### config.mk
export PLATFORM = sky130hd
export DESIGN_NAME = key_press_long_press_detector_core
export DESIGN_NICKNAME = d
export VERILOG_FILES = /design/src/kplpd_pkg.sv /design/src/kplpd_divider.sv /design/src/kplpd_lane.sv /design/src/kplpd_out_stage.sv /design/src/key_press_long_press_detector_core.sv
export SDC_FILE = /design/constraint.sdc
export NUM_CORES = 1
export LEC_CHECK = 0
export BUFFER_PORTS_ARGS = -buffer_cell sky130_fd_sc_hd__buf_2
export CAP_MARGIN = 25
export CORE_UTILIZATION = 55
export CTS_BUF_LIST = sky130_fd_sc_hd__clkbuf_4
export DETAILED_ROUTE_END_ITERATION = 8
export PLACE_DENSITY = 0.73
export RECOVER_POWER = 25
export SLEW_MARGIN = 0
export SYNTH_ARGS = -nofsm -noshare
export SYNTH_HDL_FRONTEND = slang
export SYNTH_SLANG_ARGS = --single-unit
export TNS_END_PERCENT = 30
### constraint.sdc
create_clock -name clk -period 2.9 [get_ports clk]
set_input_delay 0.58 -clock clk [delete_from_list [all_inputs] [get_ports clk]]
set_output_delay 0.58 -clock clk [all_outputs]
set_load 0.05 [all_outputs]
### src/kplpd_pkg.sv
package kplpd_pkg;

  // Default of the key lane count.
  localparam int KEY_COUNT_DEF = 4;

  // Widths of the timing counters and thresholds.
  localparam int PRESCALE_W = 8;
  localparam int HOLD_W     = 8;
  localparam int FAST_W     = 10;
  localparam int SLOW_W     = 16;

  // Configuration port widths.
  localparam int CFG_IDX_W  = 3;
  localparam int CFG_DATA_W = 16;

  // Register reset values.
  localparam logic [PRESCALE_W-1:0] SLOW_TICK_DIV_RST = 8'd10;
  localparam logic [HOLD_W-1:0]     BOUNCE_RST        = 8'd5;
  localparam logic [HOLD_W-1:0]     LONG_PRESS_RST    = 8'd200;
  localparam logic [FAST_W-1:0]     FAST_DIV_RST      = 10'd100;
  localparam logic [SLOW_W-1:0]     SLOW_DIV_RST      = 16'd1000;

  // Configuration register indexes.
  typedef enum logic [CFG_IDX_W-1:0] {
    REG_SLOW_TICK_DIV = 3'd0,
    REG_BOUNCE        = 3'd1,
    REG_LONG_PRESS    = 3'd2,
    REG_FAST_DIV      = 3'd3,
    REG_SLOW_DIV      = 3'd4
  } cfg_reg_t;

  // What one key lane reports for the current tick.
  typedef struct packed {
    logic short_press;
    logic long_press;
    logic idle;
  } lane_res_t;

endpackage

### src/kplpd_divider.sv
module kplpd_divider
  import kplpd_pkg::*;
#(
  parameter int W = 8
) (
  input  logic         clk,
  input  logic         rst_n,
  input  logic         en,
  input  logic [W-1:0] limit,
  output logic         fire
);

  logic [W-1:0] count_r;
  logic [W-1:0] count_nxt;
  logic [W-1:0] count_inc;

  // Count up with wrap; fire and restart once the limit is reached or passed.
  always_comb begin
    count_inc = count_r + W'(1);
    fire      = (count_inc >= limit);
    count_nxt = fire ? '0 : count_inc;
  end

  always_ff @(posedge clk) begin
    if (!rst_n) begin
      count_r <= '0;
    end else if (en) begin
      count_r <= count_nxt;
    end
  end

endmodule

### src/kplpd_lane.sv
module kplpd_lane
  import kplpd_pkg::*;
(
  input  logic              clk,
  input  logic              rst_n,
  input  logic              en,
  input  logic              key_edge,
  input  logic              key_released,
  input  logic              slow_tick,
  input  logic [HOLD_W-1:0] bounce_ticks,
  input  logic [HOLD_W-1:0] long_press_ticks,
  output lane_res_t         res
);

  logic              armed_r;
  logic              armed_nxt;
  logic [HOLD_W-1:0] hold_r;
  logic [HOLD_W-1:0] hold_nxt;
  logic              armed_now;
  logic [HOLD_W-1:0] hold_inc;

  // Arm on an edge, then judge the hold time on each slow tick.
  always_comb begin
    armed_now       = armed_r | key_edge;
    hold_inc        = (hold_r == '1) ? hold_r : hold_r + HOLD_W'(1);
    armed_nxt       = armed_now;
    hold_nxt        = hold_r;
    res.short_press = 1'b0;
    res.long_press  = 1'b0;
    if (slow_tick && armed_now) begin
      hold_nxt = hold_inc;
      if (hold_inc > bounce_ticks) begin
        if (key_released && (hold_inc < long_press_ticks)) begin
          res.short_press = 1'b1;
          armed_nxt       = 1'b0;
          hold_nxt        = '0;
        end else if (hold_inc >= long_press_ticks) begin
          res.long_press = 1'b1;
          armed_nxt      = 1'b0;
          hold_nxt       = '0;
        end
      end else if ((hold_inc == bounce_ticks) && key_released) begin
        // Released right at the bounce point: a glitch, dropped silently.
        armed_nxt = 1'b0;
        hold_nxt  = '0;
      end
    end
    res.idle = ~armed_nxt;
  end

  always_ff @(posedge clk) begin
    if (!rst_n) begin
      armed_r <= 1'b0;
      hold_r  <= '0;
    end else if (en) begin
      armed_r <= armed_nxt;
      hold_r  <= hold_nxt;
    end
  end

endmodule

### src/kplpd_out_stage.sv
module kplpd_out_stage
  import kplpd_pkg::*;
#(
  parameter int DATA_W = 16
) (
  input  logic              clk,
  input  logic              rst_n,
  input  logic              push,
  input  logic [DATA_W-1:0] push_data,
  output logic              can_push,
  output logic              out_tvalid,
  input  logic              out_tready,
  output logic [DATA_W-1:0] out_tdata
);

  logic              out_valid_r;
  logic [DATA_W-1:0] out_data_r;
  logic              skid_valid_r;
  logic [DATA_W-1:0] skid_data_r;
  logic              pop;

  assign pop        = out_valid_r & out_tready;
  assign can_push   = ~skid_valid_r;
  assign out_tvalid = out_valid_r;
  assign out_tdata  = out_data_r;

  // Output register with a skid entry that catches a transaction during a stall.
  always_ff @(posedge clk) begin
    if (!rst_n) begin
      out_valid_r  <= 1'b0;
      skid_valid_r <= 1'b0;
    end else if (skid_valid_r) begin
      if (pop) begin
        out_data_r   <= skid_data_r;
        skid_valid_r <= 1'b0;
      end
    end else if (push) begin
      if (!out_valid_r || pop) begin
        out_data_r  <= push_data;
        out_valid_r <= 1'b1;
      end else begin
        skid_data_r  <= push_data;
        skid_valid_r <= 1'b1;
      end
    end else if (pop) begin
      out_valid_r <= 1'b0;
    end
  end

endmodule

### src/key_press_long_press_detector_core.sv
// Short and long key-press detector for KEY_COUNT keys with two blink dividers.
// Each input transaction is one base tick and produces exactly one result
// transaction, registered in the output or skid entry. A new tick is taken in
// every cycle while in_tready is high: all keys are judged side by side in one
// lane each, and the three dividers are plain counters, so nothing inside
// limits the rate to less than one transaction per clock. A two-entry output
// stage keeps in_tready high while the output entry stalls until the skid entry
// fills; in_tready drops only while both entries hold results. Configuration
// writes are taken in every cycle and must be made while no tick is in flight.
module key_press_long_press_detector_core
  import kplpd_pkg::*;
#(
  parameter int KEY_COUNT = KEY_COUNT_DEF
) (
  input  logic                                  clk,
  input  logic                                  rst_n,
  // Fields from bit 0 up: key_edge, key_released (KEY_COUNT bits each), pad.
  input  logic [((2*KEY_COUNT+7)/8)*8-1:0]      in_tdata,
  input  logic                                  in_tvalid,
  output logic                                  in_tready,
  // Fields from bit 0 up: short_press, long_press, edge_enabled
  // (KEY_COUNT bits each), fast_blink, slow_blink, pad.
  output logic [((3*KEY_COUNT+2+7)/8)*8-1:0]    out_tdata,
  output logic                                  out_tvalid,
  input  logic                                  out_tready,
  input  logic                                  cfg_valid,
  output logic                                  cfg_ready,
  input  logic [CFG_IDX_W-1:0]                  cfg_index,
  input  logic [CFG_DATA_W-1:0]                 cfg_data
);

  localparam int RAW_W = 3*KEY_COUNT+2;
  localparam int OUT_W = ((RAW_W+7)/8)*8;

  logic [PRESCALE_W-1:0] slow_tick_div_r;
  logic [HOLD_W-1:0]     bounce_r;
  logic [HOLD_W-1:0]     long_press_r;
  logic [FAST_W-1:0]     fast_div_r;
  logic [SLOW_W-1:0]     slow_div_r;

  logic                  accept;
  logic                  slow_tick;
  logic                  fast_fire;
  logic                  slow_fire;
  logic                  fast_level_r;
  logic                  fast_level_nxt;
  logic                  slow_level_r;
  logic                  slow_level_nxt;
  logic [KEY_COUNT-1:0]  key_edge;
  logic [KEY_COUNT-1:0]  key_released;
  logic [KEY_COUNT-1:0]  short_press;
  logic [KEY_COUNT-1:0]  long_press;
  logic [KEY_COUNT-1:0]  edge_enabled;
  lane_res_t             lane_res [KEY_COUNT];
  logic [OUT_W-1:0]      result;
  logic                  can_push;

  assign cfg_ready    = 1'b1;
  assign key_edge     = in_tdata[KEY_COUNT-1:0];
  assign key_released = in_tdata[2*KEY_COUNT-1:KEY_COUNT];
  assign in_tready    = can_push;
  assign accept       = in_tvalid & can_push;

  // Configuration registers; writes to an unknown index are dropped.
  always_ff @(posedge clk) begin
    if (!rst_n) begin
      slow_tick_div_r <= SLOW_TICK_DIV_RST;
      bounce_r        <= BOUNCE_RST;
      long_press_r    <= LONG_PRESS_RST;
      fast_div_r      <= FAST_DIV_RST;
      slow_div_r      <= SLOW_DIV_RST;
    end else if (cfg_valid) begin
      unique case (cfg_reg_t'(cfg_index))
        REG_SLOW_TICK_DIV: slow_tick_div_r <= cfg_data[PRESCALE_W-1:0];
        REG_BOUNCE:        bounce_r        <= cfg_data[HOLD_W-1:0];
        REG_LONG_PRESS:    long_press_r    <= cfg_data[HOLD_W-1:0];
        REG_FAST_DIV:      fast_div_r      <= cfg_data[FAST_W-1:0];
        REG_SLOW_DIV:      slow_div_r      <= cfg_data[SLOW_W-1:0];
        default: ;
      endcase
    end
  end

  // Prescaler for the key timing, and the two blink dividers.
  kplpd_divider #(.W(PRESCALE_W)) u_prescale (
    .clk   (clk),
    .rst_n (rst_n),
    .en    (accept),
    .limit (slow_tick_div_r),
    .fire  (slow_tick)
  );

  kplpd_divider #(.W(FAST_W)) u_fast_div (
    .clk   (clk),
    .rst_n (rst_n),
    .en    (accept),
    .limit (fast_div_r),
    .fire  (fast_fire)
  );

  kplpd_divider #(.W(SLOW_W)) u_slow_div (
    .clk   (clk),
    .rst_n (rst_n),
    .en    (accept),
    .limit (slow_div_r),
    .fire  (slow_fire)
  );

  // Blink levels toggle when their divider fires.
  assign fast_level_nxt = fast_level_r ^ fast_fire;
  assign slow_level_nxt = slow_level_r ^ slow_fire;

  always_ff @(posedge clk) begin
    if (!rst_n) begin
      fast_level_r <= 1'b0;
      slow_level_r <= 1'b0;
    end else if (accept) begin
      fast_level_r <= fast_level_nxt;
      slow_level_r <= slow_level_nxt;
    end
  end

  // One lane per key.
  for (genvar k = 0; k < KEY_COUNT; k++) begin : g_lane
    kplpd_lane u_lane (
      .clk              (clk),
      .rst_n            (rst_n),
      .en               (accept),
      .key_edge         (key_edge[k]),
      .key_released     (key_released[k]),
      .slow_tick        (slow_tick),
      .bounce_ticks     (bounce_r),
      .long_press_ticks (long_press_r),
      .res              (lane_res[k])
    );
    assign short_press[k]  = lane_res[k].short_press;
    assign long_press[k]   = lane_res[k].long_press;
    assign edge_enabled[k] = lane_res[k].idle;
  end

  // Merge the lane findings and blink levels into one result word.
  always_comb begin
    result                            = '0;
    result[KEY_COUNT-1:0]             = short_press;
    result[2*KEY_COUNT-1:KEY_COUNT]   = long_press;
    result[3*KEY_COUNT-1:2*KEY_COUNT] = edge_enabled;
    result[3*KEY_COUNT]               = fast_level_nxt;
    result[3*KEY_COUNT+1]             = slow_level_nxt;
  end

  kplpd_out_stage #(.DATA_W(OUT_W)) u_out (
    .clk        (clk),
    .rst_n      (rst_n),
    .push       (accept),
    .push_data  (result),
    .can_push   (can_push),
    .out_tvalid (out_tvalid),
    .out_tready (out_tready),
    .out_tdata  (out_tdata)
  );

endmodule

==> insert_results.sql <==
INSERT INTO impl_metrics (metric_group, metric, value, unit) VALUES
('run_status', 'result_of_the_run', 'finished, violations left', ''),
('run_status', 'failed_checks', 'max-capacitance violations, max-slew violations, negative setup slack', ''),
('flow_run', 'cap_violations', '1', ''),
('sta', 'slew_headroom', '-15.9', '%'),
('logic_synthesis', 'netlist_top_cells_area', 'sky130_fd_sc_hd__dfxtp_1, sky130_fd_sc_hd__ha_1, sky130_fd_sc_hd__edfxtp_1', ''),
('clock_tree', 'clock_sinks', '152', ''),
('logic_synthesis', 'avgSynthCellArea', '8.51', 'um2'),
('cells_and_area', 'finish.instance_area', '12100', 'um2'),
('cells_and_area', 'num-nets-final', '1432', ''),
('placement', 'place_hpwl', '17.5', 'mm'),
('global_route', 'grt_pass1_vias', '8559', ''),
('cells_and_area', 'total_of_fill_cells_in_the_finished_design', '1270', ''),
('setup_path', 'timing.rr.start', 'g_lane[1].u_lane.hold_r[1]$_SDFFE_PN0P_', ''),
('clock_tree', 'cts_max_path_buffers', '2', ''),
('cells_and_area', 'layout-drive-gt1-share', '33.0', '%'),
('setup_path', 'highest_fanout_seen_on_the_critical_path', '6', ''),
('global_route', 'largest_net_degree_at_the_start_of_global_routing', '76', ''),
('pwr', 'power_report.internal_total', '2.73', 'mW'),
('placement', 'count_of_placed_standard_cells_including_taps', '1467', ''),
('sta', 'min_period', '2.97', 'ns'),
('pwr', 'peakVddDrop', '0.319', 'mV'),
('logic_synthesis', 'synth_area', '9340', 'um2'),
('die', 'num_rows', '47', ''),
('clock_tree', 'cts_root_buffer', 'sky130_fd_sc_hd__clkbuf_4', ''),
('sta', 'fin_crit_sh', '102', '%'),
('clock_tree', 'clock_latency_reported_for_the_late_side_of_the_worst_skew_pair', '0.61', 'ns'),
('logic_synthesis', 'yosys_register_bits', '152', ''),
('logic_synthesis', 'synthDominantAreaCellType', 'sky130_fd_sc_hd__dfxtp_1', ''),
('die', 'floorplan.initialDensity', '56.3', '%'),
('clock_tree', 'clkSlewWorstSetupHoldPaths', '0.14', 'ns'),
('pwr', 'pwr_density_cell', '327', 'nW/um2'),
('logic_synthesis', 'postSynth.topFlopCell', 'sky130_fd_sc_hd__dfxtp_1', ''),
('global_route', 'grt_usage', '28.4', '%'),
('cells_and_area', 'instances_no_fill', '1530', ''),
('hold_path', 'hold_end', 'u_out.skid_valid_r$_SDFF_PN0_', ''),
('logic_synthesis', 'post_synth_edffs', '28', ''),
('routing', 'route.vias.total', '8868', ''),
('routing', 'drt-pass1-iter-count', '5', ''),
('setup_path', 'r2r_slack', '-0.07', 'ns'),
('placement', 'post_dp_cell_area', '10800', 'um2'),
('logic_synthesis', 'synth_common_cells', 'sky130_fd_sc_hd__nand2_1, sky130_fd_sc_hd__dfxtp_1, sky130_fd_sc_hd__a21oi_1, sky130_fd_sc_hd__ha_1, sky130_fd_sc_hd__nor2_1', ''),
('routing', 'via_density', '5.80', ''),
('pwr', 'seqPwrFrac', '56.4', '%'),
('placement', 'detailedPlace.worstSlack', '-0.166', 'ns'),
('die', 'die_w', '132', 'um'),
('setup_path', 'critPathCaptureType', 'register', ''),
('pwr', 'power.static_leakage', '5.07', 'nW'),
('setup_path', 'critical_path_required', '3.42', 'ns'),
('routing', 'postRouteWirelength', '25.2', 'mm'),
('logic_synthesis', 'synthDistinctLibCells', '72', ''),
('sta', 'fin_ws', '-0.0674', 'ns'),
('sta', 'setup_total_negative_slack', '-0.180', 'ns'),
('clock_tree', 'numCtsBuffers', '17', ''),
('sta', 'setup_viol_count_final', '5', ''),
('logic_synthesis', 'post_synth_inst_count', '1097', ''),
('routing', 'detail_route.drc_violations', '0', ''),
('pwr', 'power.share.switching', '30.8', '%'),
('logic_synthesis', 'yosysMostFrequentCell', 'sky130_fd_sc_hd__nand2_1', ''),
('placement', 'globalplace.congestion', '0.906', ''),
('placement', 'placement.io_buffers', '47', ''),
('sta', 'drv_slew', '76', ''),
('setup_path', 'timing.setup.critical_path_class', 'reg -> reg', ''),
('sta', 'timing.final.hold_violations', '0', ''),
('die', 'die_height', '132', 'um'),
('hold_path', 'hold_path_startpoint', 'out_tready', ''),
('setup_path', 'timing.reg2reg.worst_path_depth', '14', ''),
('logic_synthesis', 'ys.warnings.count', '0', ''),
('clock_tree', 'cts_htree_levels', '4', ''),
('cells_and_area', 'flow.area_growth_from_synthesis', '29.3', '%'),
('routing', 'ant_nets', '0', ''),
('pwr', 'total_switching_power', '1.22', 'mW');
==> cells in the final DEF (no fill, tap or decap), types with 8 or more instances in the layout <==
master / n
sky130_fd_sc_hd__o21ai_2: 11
sky130_fd_sc_hd__nand2_1: 166
sky130_fd_sc_hd__a21oi_2: 20
sky130_fd_sc_hd__ha_4: 15
sky130_fd_sc_hd__edfxtp_1: 28
sky130_fd_sc_hd__dfxtp_2: 14
sky130_fd_sc_hd__o21ai_0: 21
sky130_fd_sc_hd__xnor2_2: 9
sky130_fd_sc_hd__o31ai_1: 9
sky130_fd_sc_hd__a31oi_1: 13
sky130_fd_sc_hd__nand2b_1: 15
sky130_fd_sc_hd__nand4_1: 23
sky130_fd_sc_hd__xnor2_1: 13
sky130_fd_sc_hd__xor2_1: 13
sky130_fd_sc_hd__o21a_1: 12
sky130_fd_sc_hd__mux2_2: 14
sky130_fd_sc_hd__buf_6: 10
sky130_fd_sc_hd__nor2_1: 49
sky130_fd_sc_hd__o211ai_1: 20
sky130_fd_sc_hd__and3_1: 11
sky130_fd_sc_hd__buf_4: 153
sky130_fd_sc_hd__nand3_1: 42
sky130_fd_sc_hd__clkbuf_4: 17
sky130_fd_sc_hd__o21ai_1: 20
sky130_fd_sc_hd__dfxtp_1: 105
sky130_fd_sc_hd__nor2b_1: 8
sky130_fd_sc_hd__ha_1: 88
sky130_fd_sc_hd__buf_2: 45
sky130_fd_sc_hd__inv_1: 55
sky130_fd_sc_hd__a21oi_1: 103
==> power by group through the flow <==
stage          Combinational (mW)  Clock (mW)  Sequential (mW)
3_5_place_dp                0.447           0             2.27
3_3_place_gp                0.437           0             2.26
6_report                    0.493        1.23             2.22
2_1_floorplan               0.257           0             2.30
5_1_grt                     0.537        1.32             2.23
4_1_cts                     0.461        1.25             2.22
==> flip-flops by register name, summed over array words and instances, names as in the netlist, 4 cells and up <==
signal and flops:
fast_div_r 10, bounce_r 8, u_fast_div.count_r 10, g_lane.u_lane.hold_r 32
long_press_r 8, u_prescale.count_r 8, slow_tick_div_r 8, u_out.skid_data_r 14
u_out.out_tdata 14, u_slow_div.count_r 16, slow_div_r 16, g_lane.u_lane.armed_r 4
==> worst max path at each step <==
stage / from / endpoint / slack, ns / depth (start not counted)
6_report: g_lane[1].u_lane.hold_r[1]$_SDFFE_PN0P_ / g_lane[1].u_lane.hold_r[2]$_SDFFE_PN0P_ / -0.07 / 14
5_1_grt: g_lane[1].u_lane.hold_r[1]$_SDFFE_PN0P_ / g_lane[1].u_lane.hold_r[3]$_SDFFE_PN0P_ / -0.14 / 14
4_1_cts: u_slow_div.count_r[1]$_SDFFE_PN0P_ / u_slow_div.count_r[13]$_SDFFE_PN0P_ / -0.009 / 15
3_5_place_dp: g_lane[2].u_lane.hold_r[1]$_SDFFE_PN0P_ / u_out.out_tdata[2]$_DFFE_PP_ / -0.17 / 13
3_3_place_gp: g_lane[2].u_lane.hold_r[1]$_SDFFE_PN0P_ / u_out.out_tdata[2]$_DFFE_PP_ / -0.18 / 13
2_1_floorplan: u_prescale.count_r[2]$_SDFFE_PN0P_ / u_out.out_tdata[10]$_DFFE_PP_ / -0.05 / 13
==> critical path, stage by stage, from the launching register on <==
cell	delay (ns)
sky130_fd_sc_hd__dfxtp_2	0.37
sky130_fd_sc_hd__ha_1	0.19
sky130_fd_sc_hd__nand2_2	0.09
sky130_fd_sc_hd__nor2_4	0.12
sky130_fd_sc_hd__nand2_4	0.09
sky130_fd_sc_hd__nand3_1	0.10
sky130_fd_sc_hd__o21a_1	0.20
sky130_fd_sc_hd__ha_1	0.27
sky130_fd_sc_hd__o21ai_0	0.24
sky130_fd_sc_hd__a21oi_1	0.10
sky130_fd_sc_hd__o21bai_1	0.24
sky130_fd_sc_hd__a311oi_4	0.17
sky130_fd_sc_hd__buf_6	0.18
sky130_fd_sc_hd__or3b_4	0.39
sky130_fd_sc_hd__a21oi_2	0.13
==> layout make-up <==
type                    instances  area [um2]  area share, %
well taps                     220         275           2.28
repair buffers                214        1540           12.8
multi-input cells             854        6430           53.3
clock buffers                  17         128           1.06
clock inverters                15         119          0.985
diodes                          2        5.00         0.0415
flip-flops and latches        152        3360           27.8
inverters                      56         210           1.74
==> per-layer routing <==
layer / GRT usage, % / part of all wire [%] / vias up
met5: 0 / 0 / -
met4: 14.6 / 3.9 / 0
met3: 4.50 / 4.2 / 73
met2: 49.1 / 50 / 222
met1: 34.2 / 42 / 4225
li1: - / - / 4348
==> stage by stage <==
stage                     hold slack, ns  power [mW]  util, %
after floorplan                    0.432        2.56        -
after global placement             0.441        2.70     65.1
after detailed placement           0.448        2.71     65.1
after CTS                          0.139        3.93     68.5
after global routing               0.166        4.09     72.8
final                              0.173        3.94     72.8
==> kinds of logic after synthesis <==
kind of cell,Yosys count,share of synthesized area (%)
and+or+nand+nor,403,21.2
AOI/OAI and AO/OA,285,18.7
DFF,152,35.6
adders and majority gates,105,14.1
buffers and inverters,92,4.39
xor gates and xnor gates,38,3.56
muxes,20,2.39
other,2,0.0804
==> timing repair <==
item | 4_1_cts | 5_1_grt
resized for setup | 58 | 134
pin swaps | 29 | 61
setup buffers | 11 | 17
endpoints found under the setup margin | 57 | 78
hold buffers | 0 | 0
gates cloned | 1 | 0
No activity file was read; power rests on OpenSTA's default activity.
